--- config.mk ---
export PLATFORM = sky130hd
export DESIGN_NAME = incremental_pid_zone_controller
export DESIGN_NICKNAME = d
export VERILOG_FILES = /design/src/design/pizc_pkg.sv /design/src/design/pizc_cfg.sv /design/src/design/pizc_zone.sv /design/src/design/pizc_pid.sv /design/src/design/incremental_pid_zone_controller.sv
export SDC_FILE = /design/constraint.sdc
export NUM_CORES = 2
export LEC_CHECK = 0
export ABC_AREA = 1
export BUFFER_PORTS_ARGS = -buffer_cell sky130_fd_sc_hd__buf_4
export CORE_UTILIZATION = 50
export CTS_CLUSTER_DIAMETER = 40
export DETAILED_ROUTE_END_ITERATION = 8
export HOLD_SLACK_MARGIN = 0.08
export PLACE_DENSITY_LB_ADDON = 0.2
export SLEW_MARGIN = 20
export SYNTH_ARGS = -nofsm -noshare
export SYNTH_HDL_FRONTEND = slang
export SYNTH_HIERARCHICAL = 1
export SYNTH_SLANG_ARGS = --single-unit
--- constraint.sdc ---
create_clock -name i_clk -period 17.6 [get_ports i_clk]
set_input_delay 1.76 -clock i_clk [delete_from_list [all_inputs] [get_ports i_clk]]
set_output_delay 1.76 -clock i_clk [all_outputs]
set_load 0.03 [all_outputs]
--- src/design/pizc_pkg.sv ---
// Shared types, constants and codes of the incremental PID zone controller.
package pizc_pkg;

    // Field widths fixed by the stream and register formats.
    localparam int TEMP_W     = 16;
    localparam int CLAMP_W    = 14;
    localparam int ERR_W      = 15;
    localparam int GAIN_W     = 16;
    localparam int THR_W      = 14;
    localparam int DUTY_W     = 10;
    localparam int ZONE_W     = 2;
    localparam int CFG_IDX_W  = 3;
    localparam int CFG_DATA_W = 16;

    // Width of one PID increment: three gain products of up to 34 bits summed.
    localparam int DELTA_W = 36;

    // Default arithmetic format of the accumulator.
    localparam int DEF_GAIN_FRAC_BITS = 8;
    localparam int DEF_ACC_WIDTH      = 41;

    // Clamp limits of the setpoint and the measurement.
    localparam logic [TEMP_W-1:0] SP_LOW    = 16'd1000;
    localparam logic [TEMP_W-1:0] TEMP_HIGH = 16'd10000;

    // Output zone codes.
    localparam logic [ZONE_W-1:0] ZONE_FULL_ON  = 2'd0;
    localparam logic [ZONE_W-1:0] ZONE_REGULATE = 2'd1;
    localparam logic [ZONE_W-1:0] ZONE_FULL_OFF = 2'd2;
    localparam logic [ZONE_W-1:0] ZONE_HOLD     = 2'd3;

    // Configuration register indexes.
    localparam logic [CFG_IDX_W-1:0] CFG_GAIN_P   = 3'd0;
    localparam logic [CFG_IDX_W-1:0] CFG_GAIN_I   = 3'd1;
    localparam logic [CFG_IDX_W-1:0] CFG_GAIN_D   = 3'd2;
    localparam logic [CFG_IDX_W-1:0] CFG_ERR_HIGH = 3'd3;
    localparam logic [CFG_IDX_W-1:0] CFG_ERR_LOW  = 3'd4;
    localparam logic [CFG_IDX_W-1:0] CFG_DUTY_MAX = 3'd5;
    localparam logic [CFG_IDX_W-1:0] CFG_DUTY_MIN = 3'd6;

    // Register reset values.
    localparam logic [GAIN_W-1:0] RST_GAIN_P   = 16'd0;
    localparam logic [GAIN_W-1:0] RST_GAIN_I   = 16'd26;
    localparam logic [GAIN_W-1:0] RST_GAIN_D   = 16'd0;
    localparam logic [THR_W-1:0]  RST_ERR_HIGH = 14'd400;
    localparam logic [THR_W-1:0]  RST_ERR_LOW  = 14'd0;
    localparam logic [DUTY_W-1:0] RST_DUTY_MAX = 10'd1000;
    localparam logic [DUTY_W-1:0] RST_DUTY_MIN = 10'd0;

    // Current configuration as seen by the datapath.
    typedef struct packed {
        logic [GAIN_W-1:0] gain_p;
        logic [GAIN_W-1:0] gain_i;
        logic [GAIN_W-1:0] gain_d;
        logic [THR_W-1:0]  err_high;
        logic [THR_W-1:0]  err_low;
        logic [DUTY_W-1:0] duty_max;
        logic [DUTY_W-1:0] duty_min;
    } t_cfg;

    // Error and zone decision of one sample.
    typedef struct packed {
        logic signed [ERR_W-1:0] err;
        logic [ZONE_W-1:0]       zone;
    } t_err_info;

endpackage

--- src/design/pizc_cfg.sv ---
// Configuration register file of the incremental PID zone controller.
module pizc_cfg (
    input  logic                              i_clk,
    input  logic                              i_rst_n,
    input  logic                              i_valid,
    input  logic [pizc_pkg::CFG_IDX_W-1:0]    i_index,
    input  logic [pizc_pkg::CFG_DATA_W-1:0]   i_data,
    output pizc_pkg::t_cfg                    o_cfg
);

    pizc_pkg::t_cfg r_cfg;

    // Register writes; indexes beyond the list are ignored.
    always_ff @(posedge i_clk) begin
        if (!i_rst_n) begin
            r_cfg.gain_p   <= pizc_pkg::RST_GAIN_P;
            r_cfg.gain_i   <= pizc_pkg::RST_GAIN_I;
            r_cfg.gain_d   <= pizc_pkg::RST_GAIN_D;
            r_cfg.err_high <= pizc_pkg::RST_ERR_HIGH;
            r_cfg.err_low  <= pizc_pkg::RST_ERR_LOW;
            r_cfg.duty_max <= pizc_pkg::RST_DUTY_MAX;
            r_cfg.duty_min <= pizc_pkg::RST_DUTY_MIN;
        end else if (i_valid) begin
            case (i_index)
                pizc_pkg::CFG_GAIN_P:   r_cfg.gain_p   <= i_data;
                pizc_pkg::CFG_GAIN_I:   r_cfg.gain_i   <= i_data;
                pizc_pkg::CFG_GAIN_D:   r_cfg.gain_d   <= i_data;
                pizc_pkg::CFG_ERR_HIGH: r_cfg.err_high <= i_data[pizc_pkg::THR_W-1:0];
                pizc_pkg::CFG_ERR_LOW:  r_cfg.err_low  <= i_data[pizc_pkg::THR_W-1:0];
                pizc_pkg::CFG_DUTY_MAX: r_cfg.duty_max <= i_data[pizc_pkg::DUTY_W-1:0];
                pizc_pkg::CFG_DUTY_MIN: r_cfg.duty_min <= i_data[pizc_pkg::DUTY_W-1:0];
                default: ;
            endcase
        end
    end

    assign o_cfg = r_cfg;

endmodule

--- src/design/pizc_zone.sv ---
// Input clamping, control error and zone decision.
module pizc_zone (
    input  logic [pizc_pkg::TEMP_W-1:0] i_set_point,
    input  logic [pizc_pkg::TEMP_W-1:0] i_measured,
    input  pizc_pkg::t_cfg              i_cfg,
    output pizc_pkg::t_err_info         o_info
);

    logic [pizc_pkg::TEMP_W-1:0]         sp_clamped;
    logic [pizc_pkg::TEMP_W-1:0]         ms_clamped;
    logic signed [pizc_pkg::ERR_W-1:0]   err;
    logic signed [pizc_pkg::ERR_W-1:0]   thr_high;
    logic signed [pizc_pkg::ERR_W-1:0]   thr_low;

    // Clamp the setpoint to its band and the measurement to its ceiling.
    always_comb begin
        sp_clamped = i_set_point;
        if (i_set_point < pizc_pkg::SP_LOW) begin
            sp_clamped = pizc_pkg::SP_LOW;
        end
        if (i_set_point > pizc_pkg::TEMP_HIGH) begin
            sp_clamped = pizc_pkg::TEMP_HIGH;
        end
        ms_clamped = i_measured;
        if (i_measured > pizc_pkg::TEMP_HIGH) begin
            ms_clamped = pizc_pkg::TEMP_HIGH;
        end
    end

    // Both clamped values fit in 14 bits, so the difference fits in 15 signed bits.
    assign err = $signed({1'b0, sp_clamped[pizc_pkg::CLAMP_W-1:0]})
               - $signed({1'b0, ms_clamped[pizc_pkg::CLAMP_W-1:0]});
    assign thr_high = $signed({1'b0, i_cfg.err_high});
    assign thr_low  = $signed({1'b0, i_cfg.err_low});

    // Zone tests in priority order: full on, regulating band, full off, hold.
    always_comb begin
        o_info.err = err;
        if (err > thr_high) begin
            o_info.zone = pizc_pkg::ZONE_FULL_ON;
        end else if (err > thr_low && err < thr_high) begin
            o_info.zone = pizc_pkg::ZONE_REGULATE;
        end else if (err < 0) begin
            o_info.zone = pizc_pkg::ZONE_FULL_OFF;
        end else begin
            o_info.zone = pizc_pkg::ZONE_HOLD;
        end
    end

endmodule

--- src/design/pizc_pid.sv ---
// Velocity-form PID state, saturating accumulator and duty selection.
module pizc_pid #(
    parameter int GAIN_FRAC_BITS = pizc_pkg::DEF_GAIN_FRAC_BITS,
    parameter int ACC_WIDTH      = pizc_pkg::DEF_ACC_WIDTH
) (
    input  logic                          i_clk,
    input  logic                          i_rst_n,
    input  logic                          i_step,
    input  pizc_pkg::t_err_info           i_info,
    input  pizc_pkg::t_cfg                i_cfg,
    output logic [pizc_pkg::DUTY_W-1:0]   o_duty
);

    localparam int ERR_W  = pizc_pkg::ERR_W;
    localparam int DUTY_W = pizc_pkg::DUTY_W;
    localparam int DW     = pizc_pkg::DELTA_W;
    localparam int SW     = ((ACC_WIDTH > DW) ? ACC_WIDTH : DW) + 1;
    localparam int CW     = ((ACC_WIDTH > DUTY_W + GAIN_FRAC_BITS) ?
                             ACC_WIDTH : DUTY_W + GAIN_FRAC_BITS) + 1;
    localparam logic signed [SW-1:0] ACC_HI =
        {{(SW - ACC_WIDTH + 1){1'b0}}, {(ACC_WIDTH - 1){1'b1}}};
    localparam logic signed [SW-1:0] ACC_LO = ~ACC_HI;

    logic signed [ACC_WIDTH-1:0] r_accum;
    logic signed [ERR_W-1:0]     r_err_prev;
    logic signed [ERR_W-1:0]     r_err_prev2;
    logic [DUTY_W-1:0]           r_last_duty;

    logic signed [ACC_WIDTH-1:0] n_accum;
    logic signed [ERR_W:0]       diff_p;
    logic signed [ERR_W+1:0]     diff_d;
    logic signed [32:0]          prod_p;
    logic signed [31:0]          prod_i;
    logic signed [33:0]          prod_d;
    logic signed [DW-1:0]        delta;
    logic signed [SW-1:0]        acc_sum;
    logic signed [CW-1:0]        acc_c;
    logic signed [CW-1:0]        lo_c;
    logic signed [CW-1:0]        whole_c;
    logic signed [CW-1:0]        max_c;
    logic [DUTY_W-1:0]           pid_duty;
    logic                        regulate;

    assign regulate = i_step && (i_info.zone == pizc_pkg::ZONE_REGULATE);

    // Error differences for the proportional and derivative terms.
    assign diff_p = $signed({i_info.err[ERR_W-1], i_info.err})
                  - $signed({r_err_prev[ERR_W-1], r_err_prev});
    assign diff_d = $signed({{2{i_info.err[ERR_W-1]}}, i_info.err})
                  - $signed({r_err_prev[ERR_W-1], r_err_prev, 1'b0})
                  + $signed({{2{r_err_prev2[ERR_W-1]}}, r_err_prev2});

    // Three independent gain products, summed into one increment.
    assign prod_p = $signed({1'b0, i_cfg.gain_p}) * diff_p;
    assign prod_i = $signed({1'b0, i_cfg.gain_i}) * i_info.err;
    assign prod_d = $signed({1'b0, i_cfg.gain_d}) * diff_d;
    assign delta  = $signed({{(DW - 33){prod_p[32]}}, prod_p})
                  + $signed({{(DW - 32){prod_i[31]}}, prod_i})
                  + $signed({{(DW - 34){prod_d[33]}}, prod_d});

    // Saturating accumulate at the signed accumulator range.
    always_comb begin
        acc_sum = $signed({{(SW - ACC_WIDTH){r_accum[ACC_WIDTH-1]}}, r_accum})
                + $signed({{(SW - DW){delta[DW-1]}}, delta});
        if (acc_sum > ACC_HI) begin
            n_accum = ACC_HI[ACC_WIDTH-1:0];
        end else if (acc_sum < ACC_LO) begin
            n_accum = ACC_LO[ACC_WIDTH-1:0];
        end else begin
            n_accum = acc_sum[ACC_WIDTH-1:0];
        end
    end

    // Integer part of the new accumulator, limited to the duty range.
    always_comb begin
        acc_c   = $signed({{(CW - ACC_WIDTH){n_accum[ACC_WIDTH-1]}}, n_accum});
        lo_c    = $signed({{(CW - DUTY_W - GAIN_FRAC_BITS){1'b0}}, i_cfg.duty_min,
                           {GAIN_FRAC_BITS{1'b0}}});
        whole_c = acc_c >>> GAIN_FRAC_BITS;
        max_c   = $signed({{(CW - DUTY_W){1'b0}}, i_cfg.duty_max});
        if (acc_c < lo_c) begin
            pid_duty = i_cfg.duty_min;
        end else if (whole_c > max_c) begin
            pid_duty = i_cfg.duty_max;
        end else begin
            pid_duty = whole_c[DUTY_W-1:0];
        end
    end

    // Output duty by zone.
    always_comb begin
        case (i_info.zone)
            pizc_pkg::ZONE_FULL_ON:  o_duty = i_cfg.duty_max;
            pizc_pkg::ZONE_REGULATE: o_duty = pid_duty;
            pizc_pkg::ZONE_FULL_OFF: o_duty = i_cfg.duty_min;
            default:                 o_duty = r_last_duty;
        endcase
    end

    // State moves only on processed samples; the PID history only when regulating.
    always_ff @(posedge i_clk) begin
        if (!i_rst_n) begin
            r_accum     <= '0;
            r_err_prev  <= '0;
            r_err_prev2 <= '0;
            r_last_duty <= '0;
        end else if (i_step) begin
            if (regulate) begin
                r_accum     <= n_accum;
                r_err_prev2 <= r_err_prev;
                r_err_prev  <= i_info.err;
            end
            if (i_info.zone != pizc_pkg::ZONE_HOLD) begin
                r_last_duty <= o_duty;
            end
        end
    end

    // The accumulator moves only on a regulating step.
    a_accum_only_regulate: assert property (@(posedge i_clk) disable iff (!i_rst_n)
        ($past(i_rst_n) && (r_accum != $past(r_accum))) |-> $past(regulate))
        else $error("accumulator changed outside a regulating step");

    // The error history shifts together.
    a_history_shift: assert property (@(posedge i_clk) disable iff (!i_rst_n)
        $past(regulate) |-> (r_err_prev2 == $past(r_err_prev)))
        else $error("error history did not shift");

    // Only positive errors reach the regulating band, so the history is never negative.
    a_history_nonneg: assert property (@(posedge i_clk) disable iff (!i_rst_n)
        !r_err_prev[ERR_W-1] && !r_err_prev2[ERR_W-1])
        else $error("negative error stored in history");

endmodule

--- src/design/incremental_pid_zone_controller.sv ---
// Incremental PID heater controller with error zones: stream top level.
//
// Each transfer on the slave stream carries one setpoint and one measured
// temperature and produces exactly one result transfer with a duty value and
// a zone code. The block takes one sample per clock cycle as long as the result
// stream takes its results. Each sample is captured in the input register and
// moves on to the result register once that register is free (input register,
// then result register). The slave side keeps accepting while a result waits
// to be taken as long as the input register is empty. The rate is set by the
// update loop through the accumulator and the two stored errors: three gain
// products, one sum and a saturating add per sample.
// Configuration registers are written through the cfg channel, which is
// always ready; write them only while no sample is in flight.
module incremental_pid_zone_controller #(
    parameter int GAIN_FRAC_BITS = pizc_pkg::DEF_GAIN_FRAC_BITS,
    parameter int ACC_WIDTH      = pizc_pkg::DEF_ACC_WIDTH
) (
    input  logic                              i_clk,
    input  logic                              i_rst_n,
    // Sample stream in.
    input  logic                              s_axis_tvalid,
    output logic                              s_axis_tready,
    input  logic [31:0]                       s_axis_tdata,  // [15:0] set_point, [31:16] measured
    // Result stream out.
    output logic                              m_axis_tvalid,
    input  logic                              m_axis_tready,
    output logic [15:0]                       m_axis_tdata,  // [9:0] duty, [11:10] zone, rest zero
    // Configuration writes.
    input  logic                              i_cfg_valid,
    output logic                              o_cfg_ready,
    input  logic [pizc_pkg::CFG_IDX_W-1:0]    i_cfg_index,
    input  logic [pizc_pkg::CFG_DATA_W-1:0]   i_cfg_data
);

    localparam int TEMP_W = pizc_pkg::TEMP_W;
    localparam int DUTY_W = pizc_pkg::DUTY_W;
    localparam int ZONE_W = pizc_pkg::ZONE_W;

    logic                    r_in_valid;
    logic [TEMP_W-1:0]       r_set_point;
    logic [TEMP_W-1:0]       r_measured;
    logic                    r_out_valid;
    logic [DUTY_W-1:0]       r_duty;
    logic [ZONE_W-1:0]       r_zone;

    logic                    out_free;
    logic                    advance;
    logic                    in_take;
    pizc_pkg::t_cfg          cfg;
    pizc_pkg::t_err_info     info;
    logic [DUTY_W-1:0]       duty;

    // Handshake: the input register drains into the result register when it is free.
    assign out_free      = !r_out_valid || m_axis_tready;
    assign advance       = r_in_valid && out_free;
    assign s_axis_tready = !r_in_valid || out_free;
    assign in_take       = s_axis_tvalid && s_axis_tready;
    assign o_cfg_ready   = 1'b1;

    pizc_cfg u_cfg (
        .i_clk   (i_clk),
        .i_rst_n (i_rst_n),
        .i_valid (i_cfg_valid),
        .i_index (i_cfg_index),
        .i_data  (i_cfg_data),
        .o_cfg   (cfg)
    );

    // Input register.
    always_ff @(posedge i_clk) begin
        if (!i_rst_n) begin
            r_in_valid <= 1'b0;
        end else if (in_take) begin
            r_in_valid <= 1'b1;
        end else if (advance) begin
            r_in_valid <= 1'b0;
        end
    end

    always_ff @(posedge i_clk) begin
        if (in_take) begin
            r_set_point <= s_axis_tdata[TEMP_W-1:0];
            r_measured  <= s_axis_tdata[2*TEMP_W-1:TEMP_W];
        end
    end

    pizc_zone u_zone (
        .i_set_point (r_set_point),
        .i_measured  (r_measured),
        .i_cfg       (cfg),
        .o_info      (info)
    );

    pizc_pid #(
        .GAIN_FRAC_BITS (GAIN_FRAC_BITS),
        .ACC_WIDTH      (ACC_WIDTH)
    ) u_pid (
        .i_clk   (i_clk),
        .i_rst_n (i_rst_n),
        .i_step  (advance),
        .i_info  (info),
        .i_cfg   (cfg),
        .o_duty  (duty)
    );

    // Result register.
    always_ff @(posedge i_clk) begin
        if (!i_rst_n) begin
            r_out_valid <= 1'b0;
        end else if (advance) begin
            r_out_valid <= 1'b1;
        end else if (m_axis_tready) begin
            r_out_valid <= 1'b0;
        end
    end

    always_ff @(posedge i_clk) begin
        if (advance) begin
            r_duty <= duty;
            r_zone <= info.zone;
        end
    end

    assign m_axis_tvalid = r_out_valid;
    assign m_axis_tdata  = {4'b0000, r_zone, r_duty};

    // A new result only appears after a sample sat in the input register.
    a_out_from_in: assert property (@(posedge i_clk) disable iff (!i_rst_n)
        ($past(i_rst_n) && $rose(r_out_valid)) |-> $past(r_in_valid))
        else $error("result produced without a pending sample");

    // The slave side stalls only when both registers are full and the result is held.
    a_stall_cause: assert property (@(posedge i_clk) disable iff (!i_rst_n)
        !s_axis_tready |-> (r_in_valid && r_out_valid && !m_axis_tready))
        else $error("slave side stalled without a full pipeline");

    // A pending sample moves on whenever the result register is taken or empty.
    a_no_lost_sample: assert property (@(posedge i_clk) disable iff (!i_rst_n)
        (r_in_valid && out_free && !in_take) |=> !r_in_valid)
        else $error("input register did not drain");

endmodule
# Yosys cells after proc, flatten, opt, wreduce, memory -nomap -nowiden
# Cells that the tools add are included.
[op_classes]
eq_ne = 9
order_cmp = 11
reduce_logical = 21
n_addsub = 7
muxes = 15
multipliers = 3
[ops]
columns = ["cell", "count"]
rows = [
  ["$mux W41", 2],
  ["$add A41 B36 Y42", 1],
  ["$gt A42 B41 Y1 const B", 1],
  ["$lt A42 B41 Y1 const B", 1],
  ["$mux W14", 3],
  ["$lt A41 B19 Y1", 1],
  ["$add A34 B34 Y35", 1],
  ["$add A33 B32 Y34", 1],
  ["$mul A17 B17 Y34", 1],
  ["$gt A33 B11 Y1", 1],
  ["$mul A17 B16 Y33", 1],
  ["$gt A16 B14 Y1 const B", 2],
  ["$mul A17 B15 Y32", 1],
  ["$gt A15 B15 Y1", 2],
  ["$pmux W10 S3", 1],
  ["$mux W10", 2],
  ["$reduce_and A2 Y1", 9],
  ["$add A17 B15 Y17", 1],
  ["$sub A15 B16 Y17", 1],
  ["$lt A16 B10 Y1 const B", 1],
  ["$sub A15 B15 Y16", 1],
  ["$lt A15 B1 Y1 const B", 1],
  ["$lt A15 B15 Y1", 1],
  ["$sub A14 B14 Y15", 1],
  ["other kinds (14)", 28],
]
[totals]
input_bits = 56
wordCells = 83
ff_bits = 223

# Longest topological paths before layout
[logic_depth]
word_depth = 16
mapped_depth = 87
depth_no_buf = 82

# Modules after synthesis
# The synthesis kept the hierarchy.
[modules_own_cells]
columns = ["mod", "n_inst", "cells_each", "area_each_um2"]
rows = [
  ["pizc_pid", 1, 4372, 34673.3],
  ["pizc_cfg", 1, 542, 3866.2],
  ["pizc_zone", 1, 303, 1889.3],
  ["incremental_pid_zone_controller", 1, 64, 1461.4],
]

# Worst setup path before layout
# OpenSTA, ideal clock, no wires.
[synth_path]
path_kind = "register to register"
startpoint = "reg r_measured[14]"
endpoint = "reg r_duty[2], data pin"
arrival_time_ns = 13.693
path_buffers = 4
setup_time_ns = 0.272
synth_period_minus_slack_ns = 13.965
path_stages_with_launch = 75
required_ns = 17.328
setup_slack_ns = 3.635
cell_sequence = "edfxtp_1 > nor2_2 > nand3b_4 > nor2_4 > o31ai_4 > o2111ai_4 > a21boi_1 > ha_1 > fa_1 > nand3b_1 > nand2_1 > a21oi_2 > o21ai_2 > inv_1 > o21bai_2 > xor2_1 > clkbuf_1 > inv_1 > (+39 left out) > clkinv_1 > a21oi_1 > inv_1 > ha_1 > nand2_1 > inv_1 > a221oi_1 > o2111ai_1 > and2_1 > o22ai_1 > nand3_1 > nor2_2 > nand2_2 > buf_6 > nand3_2 > nand3_1 > nand2_1 > a22oi_1"
[synth_lines]
columns = ["element", "line_no", "text"]
rows = [
  ["start: declaration", "incremental_pid_zone_controller.sv:41", "logic [TEMP_W-1:0] r_measured;"],
  ["start signal: assignment", "incremental_pid_zone_controller.sv:83", "r_measured <= s_axis_tdata[2*TEMP_W-1:TEMP_W];"],
  ["end signal: assignment", "incremental_pid_zone_controller.sv:119", "r_duty <= duty;"],
  ["end: declaration", "incremental_pid_zone_controller.sv:43", "logic [DUTY_W-1:0] r_duty;"],
]

==> results.md <==
- Sequential fraction of the synthesis area: 11.7%
- Hold wc startpoint: u_cfg/o_cfg[18]
- WL/cell: 19.8 um
- Largest net degree at the start of global routing: 87
- Synth cell types: 62
- Synthesized area: 0.0419 sq mm
- Slowest stage cell, crit path: xor2_1
- Synth Instances: 5,281
- I/O Buffers: 69
- CTS Hold Bufs: 0
- Layout cells sized above 1: 6.54%
- Critical Path End Type: flip-flop
- FF+latch count, synth: 223
- Mux cell area share after synthesis: 0%
- F_max: 0.0607 GHz
- Postcts setup bufs: 0
- Clk_skew: 0.0433 ns
- DR pass1 iterations: 5
- I/O pin count: 75
- Final Max Tran Viols: 0
- CTS tree: yes
- Fillers: 7,889
- Routed Antenna Nets: 0
- Flop-to-flop setup slack: 1.13 ns
- Ys Warns: 6
- Max-slew headroom: 22.2%
- Slowest stage delay, CP: 0.61 ns
- Actual slew at the worst max-slew pin: 1.17 ns
- Routed WL: 126 mm
- CTS resizes: 0
- GR Overflow Total: 0
- Ys async rst share: 0%
- RSZ-0062 raised after global routing: false
- Worst Path Required: 18.03 ns
- Clk_lat worst skew: 0.60 ns
- WHS Path Cells: 2
- Detailed-route vias per instance: 5.25
- Top post-synthesis cells by count: inv_1 (1,356), nand2_1 (985), fa_1 (771)
- Total Negative Setup Slacks: 0 ns
- DR vias: 33,400
- Period Utilization, post-route: 93.6%
- Reg-to-Reg Start: r_set_point[11]
- Detailed Place HPWL: 106 mm
- Simple-gate area share of the yosys netlist: 19.1%
- DRC viols: 0
- Yosys top cell area share: 36.8%
- Adder-Cell Fraction of Synth Area: 48.9%
- Row cnt: 105
- Clock-pin slew of the registers on the worst-case setup and hold paths: 0.06 ns
- CTS root buf: clkbuf_16
- Multi-input gate area: 0.0312 sq mm
- Worst Hold Path EP: u_cfg/o_cfg[18]
- Ys flop type: dfxtp_1
- First-pass GRT wire length: 201 mm
- Die height: 291 um
- Crit path time final: 16.47 ns
- Initial Util: 50.8%
- R2R depth: 67
- Reg area: 0.00490 sq mm
- Htree depth: 2
- CTS Buf Count: 45
- Initial antenna violation count: 2
- Worst-path maximum fanout: 20
- Antenna cells: 0
- Largest family of logic cells by synthesized area: adder cells
- CP startpoint kind: flip-flop
- R2r endpoint: r_duty[3]
- Iter 0 DRT Violations: 2,493
- CTS Buffer Depth: 3
- WP data arrival: 16.90 ns
- Die ar.: 0.0849 sq mm
- Setup-failing EPs final: 0
- XOR/XNOR share of the synthesized area: 0.983%
- Top cells by area, synth: fa_1 (37%), inv_1 (12%), ha_1 (12%), nand2_1 (8.8%), dfxtp_1 (8.6%)
- Vias in the first global route: 35,000
- Crit Path Category: reg2reg
- Crit path from: r_set_point[11]
- Max-Cap Viols: 0
- Area grow syn2layout: 7.57%
- Sink Count: 223
- Final net count: 6,499
- Crit path top cell by count: inv_1
- GRT Overall Usage: 31.0%
- Worst hold path class: reg2reg
- Synth Area in Compound Gates: 5.05%
- Most common cell in the netlist: inv_1
- Fin. Hold Viols: 0
- Run status: complete, no violations
- Core area: 0.0825 sq mm
- RePlAce Congestion: 0.976
- DIE WIDTH: 291 um
- Post-synth top area cell: fa_1
- Avg Cell Area, Syn: 7.93 sq um
- Number of synthesized flops with an enable pin: 44
-- final cells by class --
type                            count  share of cell area [%]
Multi-Input combinational cell   3506                    69.2
Inverter                         1371                    11.4
Sequential cell                   223                    10.9
Tap cell                         1070                    2.97
Clock buffer                       51                    2.69
Timing Repair Buffer              120                    2.00
Clock inverter                     32                   0.841
-- layout by cell type (no fill, tap or decap), types with 6 or more instances in the layout --
cell       count
inv_6          6
nor2_2        11
nor3_1        25
nand3_1      194
xor2_2        11
nand2_1      985
nand2_2       16
clkinv_1      10
nand3b_1       6
ha_1         405
o22ai_1       11
edfxtp_1      44
a21o_1         7
o21bai_1      16
dfxtp_1      179
a22oi_1       15
o21ai_0       92
nand4_1       20
nand3_2       14
a21oi_1      185
inv_1       1355
or2_2         47
nor2_1       559
fa_1         771
nor2_4        14
clkbuf_16     46
xor2_1        20
xnor2_1       11
o21ai_1        6
inv_2          8
buf_4        120
-- metal layers --
layer	track usage (%)	vias up	wire, um
met5	0	-	9
met4	10.8	2	4890
met3	7.18	265	11100
met2	49.0	1205	56900
met1	41.6	16500	53200
li1	-	15500	-
-- critical path: cells and delay by family (launching register included) --
kind | cells | cell delay [ns]
buf+inv | 14 | 1.87
xor+xnor | 2 | 0.75
compound gates | 11 | 2.23
flops | 1 | 0.46
fa+ha+maj | 15 | 6.84
simple gates | 25 | 4.12
-- kinds of logic after synthesis --
family / after synthesis
AOI/OAI and AO/OA: 367
xor gates and xnor gates: 47
adders and majority gates: 1176
buffers and inverters: 1555
DFF: 223
other: 2
and+or+nand+nor: 1911
-- metrics by stage --
stage / utilization (%) / hold WS, ns / setup slack (ns) / std cells / cell area, sq um
CTS: 54.6 / 0.470 / 1.27 / 6373 / 45000
global route: 54.6 / 0.497 / 0.0854 / 6373 / 45100
finish: 54.6 / 0.470 / 1.13 / 6373 / 45100
detailed placement: 52.7 / 0.451 / 1.39 / 6290 / 43500
global placement: 52.7 / 0.445 / 1.57 / 6290 / 43500
floorplan: - / 0.429 / 3.64 / 5284 / 41900
-- state kept, by name (all words and copies together), names as in the netlist --
name / count
m_axis_tvalid: 1
r_duty: 10
r_in_valid: 1
r_measured: 16
r_set_point: 16
r_zone: 2
u_cfg/o_cfg: 96
u_pid/r_accum: 41
u_pid/r_err_prev: 15
u_pid/r_err_prev2: 15
u_pid/r_last_duty: 10
-- worst max path at each step --
stage / endpoint / slack [ns] / depth (start not counted)
after global placement: r_duty[5] / 1.57 / 67
after floorplan: r_duty[2] / 3.64 / 74
after CTS: r_duty[3] / 1.27 / 67
after global routing: r_duty[3] / 0.09 / 70
final: r_duty[3] / 1.13 / 67
after detailed placement: r_duty[3] / 1.39 / 67
Power is not shown: default switching activity piles up to over one toggle a cycle in this logic, so the estimate is an artifact.
